`src/sbhp_pkg.sv`:
```
// ----------------------------------------------------------------------------
// sbhp_pkg
// Shared types and constants for the subtitle bitmap header parser.
// ----------------------------------------------------------------------------
package sbhp_pkg;

  localparam int unsigned FIFO_DEPTH = 4;
  localparam int unsigned FIFO_AW    = $clog2(FIFO_DEPTH);
  localparam int unsigned FIFO_CW    = $clog2(FIFO_DEPTH + 1);

  localparam logic [7:0] NIBBLE_LO_MASK = 8'h0F;

  // record sections
  typedef enum logic [2:0] {
    SEC_MAIN    = 3'd0,
    SEC_FRAME   = 3'd1,
    SEC_OUTLINE = 3'd2,
    SEC_SHADOW  = 3'd3,
    SEC_SKIP    = 3'd4,
    SEC_LENGTH  = 3'd5,
    SEC_PAYLOAD = 3'd6
  } sec_t;

  // outline style codes in the style byte
  typedef enum logic [1:0] {
    OL_NONE     = 2'd0,
    OL_OUTLINE  = 2'd1,
    OL_SHADOW   = 2'd2,
    OL_RESERVED = 2'd3
  } outline_t;

  // tag carried with each emitted field
  typedef enum logic [4:0] {
    K_STYLES         = 5'd0,
    K_CHAR_COLOUR    = 5'd1,
    K_CHAR_TOP_X     = 5'd2,
    K_CHAR_TOP_Y     = 5'd3,
    K_CHAR_BOT_X     = 5'd4,
    K_CHAR_BOT_Y     = 5'd5,
    K_FRAME_TOP_X    = 5'd6,
    K_FRAME_TOP_Y    = 5'd7,
    K_FRAME_BOT_X    = 5'd8,
    K_FRAME_BOT_Y    = 5'd9,
    K_FRAME_COLOUR   = 5'd10,
    K_OUTLINE_THICK  = 5'd11,
    K_OUTLINE_COLOUR = 5'd12,
    K_SHADOW_OFFSETS = 5'd13,
    K_SHADOW_COLOUR  = 5'd14,
    K_LENGTH         = 5'd15,
    K_PAYLOAD        = 5'd16,
    K_TRUNC          = 5'd17
  } kind_t;

  // classified byte handed from the front end to the back end
  typedef struct packed {
    kind_t      kind;
    logic [7:0] held;
    logic [7:0] data;
    logic       done;
  } entry_t;

endpackage

```
`src/subtitle_bitmap_header_parser.sv`:
```
// ----------------------------------------------------------------------------
// subtitle_bitmap_header_parser
// Parses a subtitle simple-bitmap record byte by byte and emits each header
// field, the bitmap length and every payload byte as a tagged beat.
// ----------------------------------------------------------------------------
// Input stream: one record byte per beat in s_tdata, s_tuser high on the first
// byte of a record, s_tlast high on the final byte the record holds.
// Output stream: one beat per completed field; m_tdata carries the field tag
// and value, m_tlast marks the last beat of the record and m_tuser marks a
// truncated record (tag 17, value 0).
// Throughput: one byte per cycle while the queue has room. The parser
// classifies a byte in the cycle it is accepted and drops the result into a
// four-entry queue; the output stage builds the value from the queued bytes
// and registers it, so a result beat passes through the queue and then the
// output register before it is presented on m_tvalid.
// When the receiver stalls, the queue absorbs up to four results; s_tready
// falls only when the queue is full, and bytes that produce no result still
// need a free queue slot to be taken.
// Reset: synchronous; no record is active afterwards, so bytes are ignored
// until one arrives with s_tuser high. The queue and output register empty.
// ----------------------------------------------------------------------------
module subtitle_bitmap_header_parser import sbhp_pkg::*; (
  input  logic        clk,
  input  logic        rst,
  input  logic        s_tvalid,
  output logic        s_tready,
  input  logic [7:0]  s_tdata,   // [7:0] data_byte
  input  logic        s_tuser,   // record_start
  input  logic        s_tlast,   // record_last
  output logic        m_tvalid,
  input  logic        m_tready,
  output logic [23:0] m_tdata,   // [4:0] field_kind, [20:5] field_value, [23:21] zero
  output logic        m_tuser,   // truncated_error
  output logic        m_tlast    // record_done
);

  logic        push;
  entry_t      push_entry;
  entry_t      head;
  logic        empty;
  logic        full;
  logic        pop;
  kind_t       out_kind;
  logic [15:0] out_value;

  assign s_tready = !full;

  sbhp_front u_front (
    .clk          (clk),
    .rst          (rst),
    .in_valid     (s_tvalid),
    .in_ready     (s_tready),
    .data_byte    (s_tdata),
    .record_start (s_tuser),
    .record_last  (s_tlast),
    .push         (push),
    .entry        (push_entry)
  );

  sbhp_fifo u_fifo (
    .clk        (clk),
    .rst        (rst),
    .push       (push),
    .push_entry (push_entry),
    .pop        (pop),
    .head       (head),
    .empty      (empty),
    .full       (full)
  );

  sbhp_back u_back (
    .clk       (clk),
    .rst       (rst),
    .head      (head),
    .empty     (empty),
    .pop       (pop),
    .out_valid (m_tvalid),
    .out_ready (m_tready),
    .out_kind  (out_kind),
    .out_value (out_value),
    .out_done  (m_tlast),
    .out_trunc (m_tuser)
  );

  assign m_tdata = {3'd0, out_value, out_kind};

endmodule

```
`src/sbhp_front.sv`:
```
// ----------------------------------------------------------------------------
// sbhp_front
// Byte-wise record parser: tracks section and position, classifies each byte
// and pushes one tagged entry for every byte that completes a field.
// ----------------------------------------------------------------------------
module sbhp_front import sbhp_pkg::*; (
  input  logic       clk,
  input  logic       rst,
  input  logic       in_valid,
  input  logic       in_ready,
  input  logic [7:0] data_byte,
  input  logic       record_start,
  input  logic       record_last,
  output logic       push,
  output entry_t     entry
);

  logic        active;
  sec_t        section;
  logic [3:0]  byte_position;
  logic        framed_flag;
  outline_t    outline_kind;
  logic [7:0]  held_byte;
  logic [15:0] payload_remaining;

  logic        active_next;
  sec_t        section_next;
  logic [3:0]  byte_position_next;
  logic        framed_flag_next;
  outline_t    outline_kind_next;
  logic [15:0] payload_remaining_next;

  logic        accept;
  logic        act;
  sec_t        sec_cur;
  logic [3:0]  pos_cur;
  logic        framed_cur;
  outline_t    outline_cur;
  logic [15:0] rem_cur;
  logic [15:0] rem_dec;
  logic [15:0] length_word;
  sec_t        tail_sec;

  logic        have;
  logic        done;
  logic        moved;
  kind_t       kind;

  assign accept = in_valid && in_ready;

  // a start byte restarts the record whatever was in progress
  assign act         = record_start || active;
  assign sec_cur     = record_start ? SEC_MAIN : section;
  assign pos_cur     = record_start ? 4'd0 : byte_position;
  assign framed_cur  = record_start ? 1'b0 : framed_flag;
  assign outline_cur = record_start ? OL_NONE : outline_kind;
  assign rem_cur     = record_start ? 16'd0 : payload_remaining;
  assign rem_dec     = rem_cur - 16'd1;
  assign length_word = {held_byte, data_byte};

  always_comb begin
    case (outline_cur)
      OL_OUTLINE:  tail_sec = SEC_OUTLINE;
      OL_SHADOW:   tail_sec = SEC_SHADOW;
      OL_RESERVED: tail_sec = SEC_SKIP;
      default:     tail_sec = SEC_LENGTH;
    endcase
  end

  // byte classification
  always_comb begin
    have  = 1'b0;
    done  = 1'b0;
    moved = 1'b0;
    kind  = K_STYLES;
    case (sec_cur)
      SEC_MAIN: begin
        case (pos_cur)
          4'd0: begin
            have = 1'b1;
            kind = K_STYLES;
          end
          4'd2: begin
            have = 1'b1;
            kind = K_CHAR_COLOUR;
          end
          4'd4: begin
            have = 1'b1;
            kind = K_CHAR_TOP_X;
          end
          4'd5: begin
            have = 1'b1;
            kind = K_CHAR_TOP_Y;
          end
          4'd7: begin
            have = 1'b1;
            kind = K_CHAR_BOT_X;
          end
          4'd8: begin
            have  = 1'b1;
            kind  = K_CHAR_BOT_Y;
            moved = 1'b1;
          end
          default: begin
            have = 1'b0;
          end
        endcase
      end
      SEC_FRAME: begin
        case (pos_cur)
          4'd1: begin
            have = 1'b1;
            kind = K_FRAME_TOP_X;
          end
          4'd2: begin
            have = 1'b1;
            kind = K_FRAME_TOP_Y;
          end
          4'd4: begin
            have = 1'b1;
            kind = K_FRAME_BOT_X;
          end
          4'd5: begin
            have = 1'b1;
            kind = K_FRAME_BOT_Y;
          end
          4'd7: begin
            have  = 1'b1;
            kind  = K_FRAME_COLOUR;
            moved = 1'b1;
          end
          default: begin
            have = 1'b0;
          end
        endcase
      end
      SEC_OUTLINE, SEC_SHADOW: begin
        if (pos_cur == 4'd0) begin
          have = 1'b1;
          kind = (sec_cur == SEC_OUTLINE) ? K_OUTLINE_THICK : K_SHADOW_OFFSETS;
        end else if (pos_cur >= 4'd2) begin
          have  = 1'b1;
          kind  = (sec_cur == SEC_OUTLINE) ? K_OUTLINE_COLOUR : K_SHADOW_COLOUR;
          moved = 1'b1;
        end
      end
      SEC_SKIP: begin
        moved = (pos_cur >= 4'd2);
      end
      SEC_LENGTH: begin
        if (pos_cur >= 4'd1) begin
          have = 1'b1;
          kind = K_LENGTH;
          if (length_word == 16'd0) begin
            done = 1'b1;
          end else begin
            moved = 1'b1;
          end
        end
      end
      SEC_PAYLOAD: begin
        have = 1'b1;
        kind = K_PAYLOAD;
        done = (rem_dec == 16'd0);
      end
      default: begin
        have = 1'b0;
      end
    endcase
  end

  // next state
  always_comb begin
    active_next            = act;
    section_next           = sec_cur;
    byte_position_next     = moved ? 4'd0 : pos_cur + 4'd1;
    framed_flag_next       = framed_cur;
    outline_kind_next      = outline_cur;
    payload_remaining_next = rem_cur;
    case (sec_cur)
      SEC_MAIN: begin
        if (pos_cur == 4'd0) begin
          framed_flag_next  = data_byte[2];
          outline_kind_next = outline_t'(data_byte[1:0]);
        end
        if (moved) begin
          section_next = framed_cur ? SEC_FRAME : tail_sec;
        end
      end
      SEC_FRAME: begin
        if (moved) begin
          section_next = tail_sec;
        end
      end
      SEC_OUTLINE, SEC_SHADOW, SEC_SKIP: begin
        if (moved) begin
          section_next = SEC_LENGTH;
        end
      end
      SEC_LENGTH: begin
        if (pos_cur >= 4'd1) begin
          payload_remaining_next = length_word;
        end
        if (moved) begin
          section_next = SEC_PAYLOAD;
        end
      end
      SEC_PAYLOAD: begin
        payload_remaining_next = rem_dec;
      end
      default: begin
        active_next = 1'b0;
      end
    endcase
    if (done || record_last) begin
      active_next = 1'b0;
    end
  end

  always_ff @(posedge clk) begin
    if (rst) begin
      active            <= 1'b0;
      section           <= SEC_MAIN;
      byte_position     <= 4'd0;
      framed_flag       <= 1'b0;
      outline_kind      <= OL_NONE;
      held_byte         <= 8'd0;
      payload_remaining <= 16'd0;
    end else if (accept && act) begin
      active            <= active_next;
      section           <= section_next;
      byte_position     <= byte_position_next;
      framed_flag       <= framed_flag_next;
      outline_kind      <= outline_kind_next;
      held_byte         <= data_byte;
      payload_remaining <= payload_remaining_next;
    end
  end

  // early end replaces whatever field this byte would have finished
  always_comb begin
    push       = accept && act && (have || done || record_last);
    entry.held = held_byte;
    entry.data = data_byte;
    entry.done = done || record_last;
    entry.kind = (!done && record_last) ? K_TRUNC : kind;
  end

`ifndef ASSERT_OFF
  a_done_ends_record: assert property (@(posedge clk) disable iff (rst)
    (push && entry.done) |=> !active)
    else $error("record still active after its final beat");
`endif

endmodule

```
`src/sbhp_fifo.sv`:
```
// ----------------------------------------------------------------------------
// sbhp_fifo
// Short queue of classified entries between the parser and the output stage.
// ----------------------------------------------------------------------------
module sbhp_fifo import sbhp_pkg::*; (
  input  logic   clk,
  input  logic   rst,
  input  logic   push,
  input  entry_t push_entry,
  input  logic   pop,
  output entry_t head,
  output logic   empty,
  output logic   full
);

  entry_t               store [FIFO_DEPTH];
  logic [FIFO_AW-1:0]   wr_ptr;
  logic [FIFO_AW-1:0]   rd_ptr;
  logic [FIFO_CW-1:0]   count;

  assign empty = (count == FIFO_CW'(0));
  assign full  = (count == FIFO_CW'(FIFO_DEPTH));
  assign head  = store[rd_ptr];

  always_ff @(posedge clk) begin
    if (push) begin
      store[wr_ptr] <= push_entry;
    end
  end

  always_ff @(posedge clk) begin
    if (rst) begin
      wr_ptr <= '0;
      rd_ptr <= '0;
      count  <= '0;
    end else begin
      if (push) begin
        wr_ptr <= wr_ptr + FIFO_AW'(1);
      end
      if (pop) begin
        rd_ptr <= rd_ptr + FIFO_AW'(1);
      end
      case ({push, pop})
        2'b10:   count <= count + FIFO_CW'(1);
        2'b01:   count <= count - FIFO_CW'(1);
        default: count <= count;
      endcase
    end
  end

`ifndef ASSERT_OFF
  a_count_bound: assert property (@(posedge clk) disable iff (rst)
    (count <= FIFO_CW'(FIFO_DEPTH)) && !(pop && empty) && !(push && full))
    else $error("queue overrun or underrun");
`endif

endmodule

```
`src/sbhp_back.sv`:
```
// ----------------------------------------------------------------------------
// sbhp_back
// Builds the field value from the queued bytes and holds it in the output
// register until the receiver takes the beat.
// ----------------------------------------------------------------------------
module sbhp_back import sbhp_pkg::*; (
  input  logic        clk,
  input  logic        rst,
  input  entry_t      head,
  input  logic        empty,
  output logic        pop,
  output logic        out_valid,
  input  logic        out_ready,
  output kind_t       out_kind,
  output logic [15:0] out_value,
  output logic        out_done,
  output logic        out_trunc
);

  logic [15:0] value;

  assign pop = !empty && (!out_valid || out_ready);

  always_comb begin
    case (head.kind)
      K_STYLES:
        value = {13'd0, head.data[2:0]};
      K_CHAR_COLOUR, K_FRAME_COLOUR, K_OUTLINE_COLOUR, K_SHADOW_COLOUR, K_LENGTH:
        value = {head.held, head.data};
      K_CHAR_TOP_X, K_CHAR_BOT_X, K_FRAME_TOP_X, K_FRAME_BOT_X:
        value = {4'd0, head.held, head.data[7:4]};
      K_CHAR_TOP_Y, K_CHAR_BOT_Y, K_FRAME_TOP_Y, K_FRAME_BOT_Y:
        value = {4'd0, head.held[3:0], head.data};
      K_OUTLINE_THICK:
        value = {8'd0, head.data & NIBBLE_LO_MASK};
      K_SHADOW_OFFSETS, K_PAYLOAD:
        value = {8'd0, head.data};
      default:
        value = 16'd0;
    endcase
  end

  always_ff @(posedge clk) begin
    if (rst) begin
      out_valid <= 1'b0;
    end else if (pop) begin
      out_valid <= 1'b1;
    end else if (out_ready) begin
      out_valid <= 1'b0;
    end
  end

  always_ff @(posedge clk) begin
    if (pop) begin
      out_kind  <= head.kind;
      out_value <= value;
      out_done  <= head.done;
      out_trunc <= (head.kind == K_TRUNC);
    end
  end

`ifndef ASSERT_OFF
  a_trunc_is_final: assert property (@(posedge clk) disable iff (rst)
    (out_valid && out_trunc) |-> (out_done && out_value == 16'd0))
    else $error("truncation beat not marked final or carries a value");

  a_trunc_tag: assert property (@(posedge clk) disable iff (rst)
    out_valid |-> (out_trunc == (out_kind == K_TRUNC)))
    else $error("truncation flag disagrees with field tag");
`endif

endmodule
```
`config.mk`:
```
export PLATFORM = sky130hd
export DESIGN_NAME = subtitle_bitmap_header_parser
export DESIGN_NICKNAME = d
export VERILOG_FILES = /design/src/sbhp_pkg.sv /design/src/subtitle_bitmap_header_parser.sv /design/src/sbhp_front.sv /design/src/sbhp_fifo.sv /design/src/sbhp_back.sv
export SDC_FILE = /design/constraint.sdc
export NUM_CORES = 1
export LEC_CHECK = 0
export BUFFER_PORTS_ARGS = -buffer_cell sky130_fd_sc_hd__buf_2
export CORE_MARGIN = 4
export CORE_UTILIZATION = 55
export DETAILED_ROUTE_END_ITERATION = 12
export GPL_ROUTABILITY_DRIVEN = 0
export GPL_TIMING_DRIVEN = 0
export PLACE_DENSITY = 0.85
export SETUP_SLACK_MARGIN = 0.3
export SYNTH_ARGS = -nofsm -noshare
export SYNTH_HDL_FRONTEND = slang
export SYNTH_SLANG_ARGS = --single-unit
```
`constraint.sdc`:
```
create_clock -name clk -period 4.1 [get_ports clk]
set_input_delay 0.82 -clock clk [delete_from_list [all_inputs] [get_ports clk]]
set_output_delay 0.82 -clock clk [all_outputs]
set_load 0.01 [all_outputs]
```
==> impl_results.md <==
* Cell variety after synth at 84
* Crit path time final at 3.74 ns
* # diodes at 0
* DP Wirelength at 13100 um
* CP Max Fanout at 10
* Slowest cell on crit path: or4_4
* Starting density of the core at 0.560
* Max Freq at 0.267 GHz
* Num CTS Buffers at 17
* Yosys warns at 0
* Clock sink count at 156
* Run status: finished clean
* RSZ-0062 raised after global routing: false
* Drt drc at 0
* Mapped Cells at 670
* Family with the most delay on the worst path: simple AND/OR/NAND/NOR gates
* CP startpoint kind: input port
* Antenna viol nets, final at 0
* Worst skew pair latency at 0.43 ns
* Hold_buf cts at 0
* Clock Path Buffers at 2
* Worst path bufs/invs at 6
* Via count at 6062
* Reg clk slew, reported paths at 0.07 ns
* Fin. Hold Viols at 0
* Boundary pin count at 42
* Worst slew pin tran at 0.921 ns
* Finished Core Util at 0.654
* Async set-or-reset flop fraction in the synthesized netlist at 0
* Slowest stage delay, CP at about 0.45 ns
* Die width at 127 um
* Placed cell area at 0.00824 sq mm
* Clock skew at around 0.008 ns
* First-pass GRT wire length at ~31000 um
* Synth Cell Area at 0.00775 sq mm
* Max Slew Vio Count at 0
* # fillers at slightly below 1000
* Max Cap Viol at 0
* Final Setup Violations at 0
* Core ar. at 0.0138 sq mm
* Largest net degree at the start of global routing at 23
* Top cell by count, worst path: buf_6
* CTS Root Cell: clkbuf_16
* H-tree levels at 4
* Avg Cell Area, Syn at 11.6 sq um
* TritonCTS clock tree: built
* Setup Total Neg Slack at 0 ns
* Critical Path End Type: flip-flop
* Gr ovfl total at 0
* Crit Path Class: input port to flip-flop
* Crit path DAT at 4.10 ns
* Final WL at 19500 um
* Dominant synthesized flop cell: edfxtp_1
* Vias in the first global route at 5785
* Row count at 43
* Vias/cell at 6.53
* Gr usage total at 0.247
* Power Dens Cells at 553 mW/mm^2
* Max VDD drop at 0.000342 V
* Die height at about 130 um
* Crit share post-route at 0.912
* Port Buf Inserts at 37
* Nets at around 760
* Hold_ws at 0.487 ns
* Die area at 0.0160 sq mm
* Post-synthesis sequential area ratio at 0.547
* DR pass1 iterations at 7
* Max-slew headroom at 0.382
* Layout cell share with drive strength beyond 1 at 0.222
* Hold Crit Class: flip-flop to flip-flop
* Initial DRC Count at ~670
* Leak Pwr at between 0.003 and 0.004 uW
* Initial antenna violation count at 0
* Seq cells post-synth at 156
* CP Cell Sequence: clkbuf_4 > buf_6 > buf_6 > buf_6 > nand2b_4 > ha_4 > or4_4 > o21ai_4 > o211a_1 > a41oi_4 > inv_1 > ha_2 > inv_1 > fa_2 > xor2_1 > or3_1 > a21oi_1
* Design area at 0.00904 sq mm
* Crit path required time at between 4 and 5 ns
* P&R area growth vs syn at 16.7%
* WL per Instance at 21.0 um
* EDFF count, synth at 111
-- power by group --
part	total (uW)	switching, uW	internal (uW)	leakage (uW)
clock	1640	705	934	0.000300
combinational	1320	767	550	0.00152
sequential	2040	75.8	1970	0.00141
total	5000	1550	3450	0.00322
-- stage by stage --
stage / cells / power, uW / setup slack, ns
floorplan: 672 / 2960 / 0.301
global placement: 889 / 3270 / -0.709
detailed placement: 890 / 3360 / -0.751
CTS: 924 / 4980 / 0.296
global route: 929 / 5220 / 0.290
finish: 929 / 5000 / 0.359
-- path summary, 6_finish.rpt --
check / from / end / slack [ns] / cells after the start
worst max-delay path: s_tuser / u_fifo.count[2] / 0.36 / 17
worst max register to register: u_front.byte_position[1] / u_fifo.count[2] / 0.61 / 14
worst min-delay path: u_back.out_valid / u_back.out_valid / 0.49 / 2
worst min register to register: u_back.out_valid / u_back.out_valid / 0.49 / 2
-- cells by family after synthesis --
group / synth area share
flip-flops: 0.547
AO/OA/AOI/OAI: 0.141
buffers and inverters: 0.0409
adder cells (fa/ha/maj): 0.0233
multiplexers: 0.0808
AND/OR/NAND/NOR: 0.152
XOR/XNOR: 0.0147
other: 0.000484
-- layout by cell type, fill, tap and decap left out, types with 6 or more instances in the layout --
cell type	instances
nor3_1	8
clkbuf_16	17
a22o_1	8
o21ai_1	10
mux4_2	21
ha_1	8
buf_2	48
nand2_1	48
edfxtp_1	111
inv_1	25
nor4_1	11
and2_1	6
mux2i_1	13
nand3_1	6
nand4_1	6
dfxtp_1	45
inv_8	7
clkbuf_1	23
buf_4	14
nor2_1	58
o21ai_0	22
nor2b_1	13
xnor2_1	9
a22oi_1	17
nand2b_1	8
a21oi_1	38
o22ai_1	6
-- sequential cells by signal, summed over array words and instances, names as in the netlist, named ones only --
signal	count
u_back.out_done	1
u_back.out_kind	5
u_back.out_trunc	1
u_back.out_valid	1
u_back.out_value	16
u_fifo.count	3
u_fifo.rd_ptr	2
u_fifo.store	88
u_fifo.wr_ptr	2
u_front.active	1
u_front.byte_position	4
u_front.framed_flag	1
u_front.held_byte	8
u_front.outline_kind	2
u_front.payload_remaining	16
u_front.section	3
-- cells in the mapped netlist (all sizes together), types with 3 or more instances --
cell / count / area share
a21o: 4 / 0.0039
a21oi: 41 / 0.027
a22o: 8 / 0.0090
a22oi: 17 / 0.016
a2bb2oi: 4 / 0.0045
a31oi: 4 / 0.0032
a32o: 5 / 0.0065
a41oi: 3 / 0.0058
and2: 10 / 0.0081
and3: 5 / 0.0040
and3b: 3 / 0.0034
buf: 25 / 0.017
clkbuf: 24 / 0.012
dfxtp: 45 / 0.12
edfxtp: 111 / 0.43
ha: 12 / 0.019
inv: 25 / 0.012
mux2i: 13 / 0.017
mux4: 21 / 0.061
nand2: 50 / 0.025
nand2b: 9 / 0.0073
nand3: 8 / 0.0065
nand4: 6 / 0.0048
nor2: 59 / 0.029
nor2b: 14 / 0.011
nor3: 12 / 0.010
nor3b: 5 / 0.0048
nor4: 13 / 0.013
o211a: 4 / 0.0052
o211ai: 3 / 0.0029
o21ai: 33 / 0.021
o21bai: 3 / 0.0029
o22ai: 6 / 0.0048
o31ai: 3 / 0.0029
or3: 5 / 0.0040
or4: 4 / 0.0044
xnor2: 9 / 0.010
xor2: 4 / 0.0045
-- cell type report --
type                       instances  area, sq um  area share
clock buffer                      17          425      0.0471
inverter                          25         93.8      0.0104
sequential                       156         4230       0.469
tap                              180          225      0.0249
clock inverter                    15          196      0.0217
buffer                            49          263      0.0291
multi-input combinational        442         3340       0.370
timing repair buffer              45          255      0.0282
-- worst reg2reg max path: cells and delay by family, from the launching register on --
kind / cells / cell delay [ns]
AOI/OAI and AO/OA: 4 / 0.95
adders and majority gates: 3 / 0.75
and+or+nand+nor: 2 / 0.66
buffers and inverters: 4 / 0.50
DFF: 1 / 0.38
xor gates and xnor gates: 1 / 0.18
-- what timing repair did --
item	4_1_cts	5_1_grt
gates resized for setup	22	14
pin swaps	2	7
hold endpoints to repair	0	0
endpoints found under the setup margin	115	22
setup buffers	2	5
-- metal layers --
layer,share of wire,vias to the layer above,routed length (um),track usage
met5,0,-,0,0
met4,0.039,0,752,0.0991
met3,0.10,86,1960,0.0543
met2,0.49,431,9510,0.417
met1,0.37,2885,7260,0.309
li1,-,2660,-,-
Note: power is estimated with default switching activity, not from simulation.
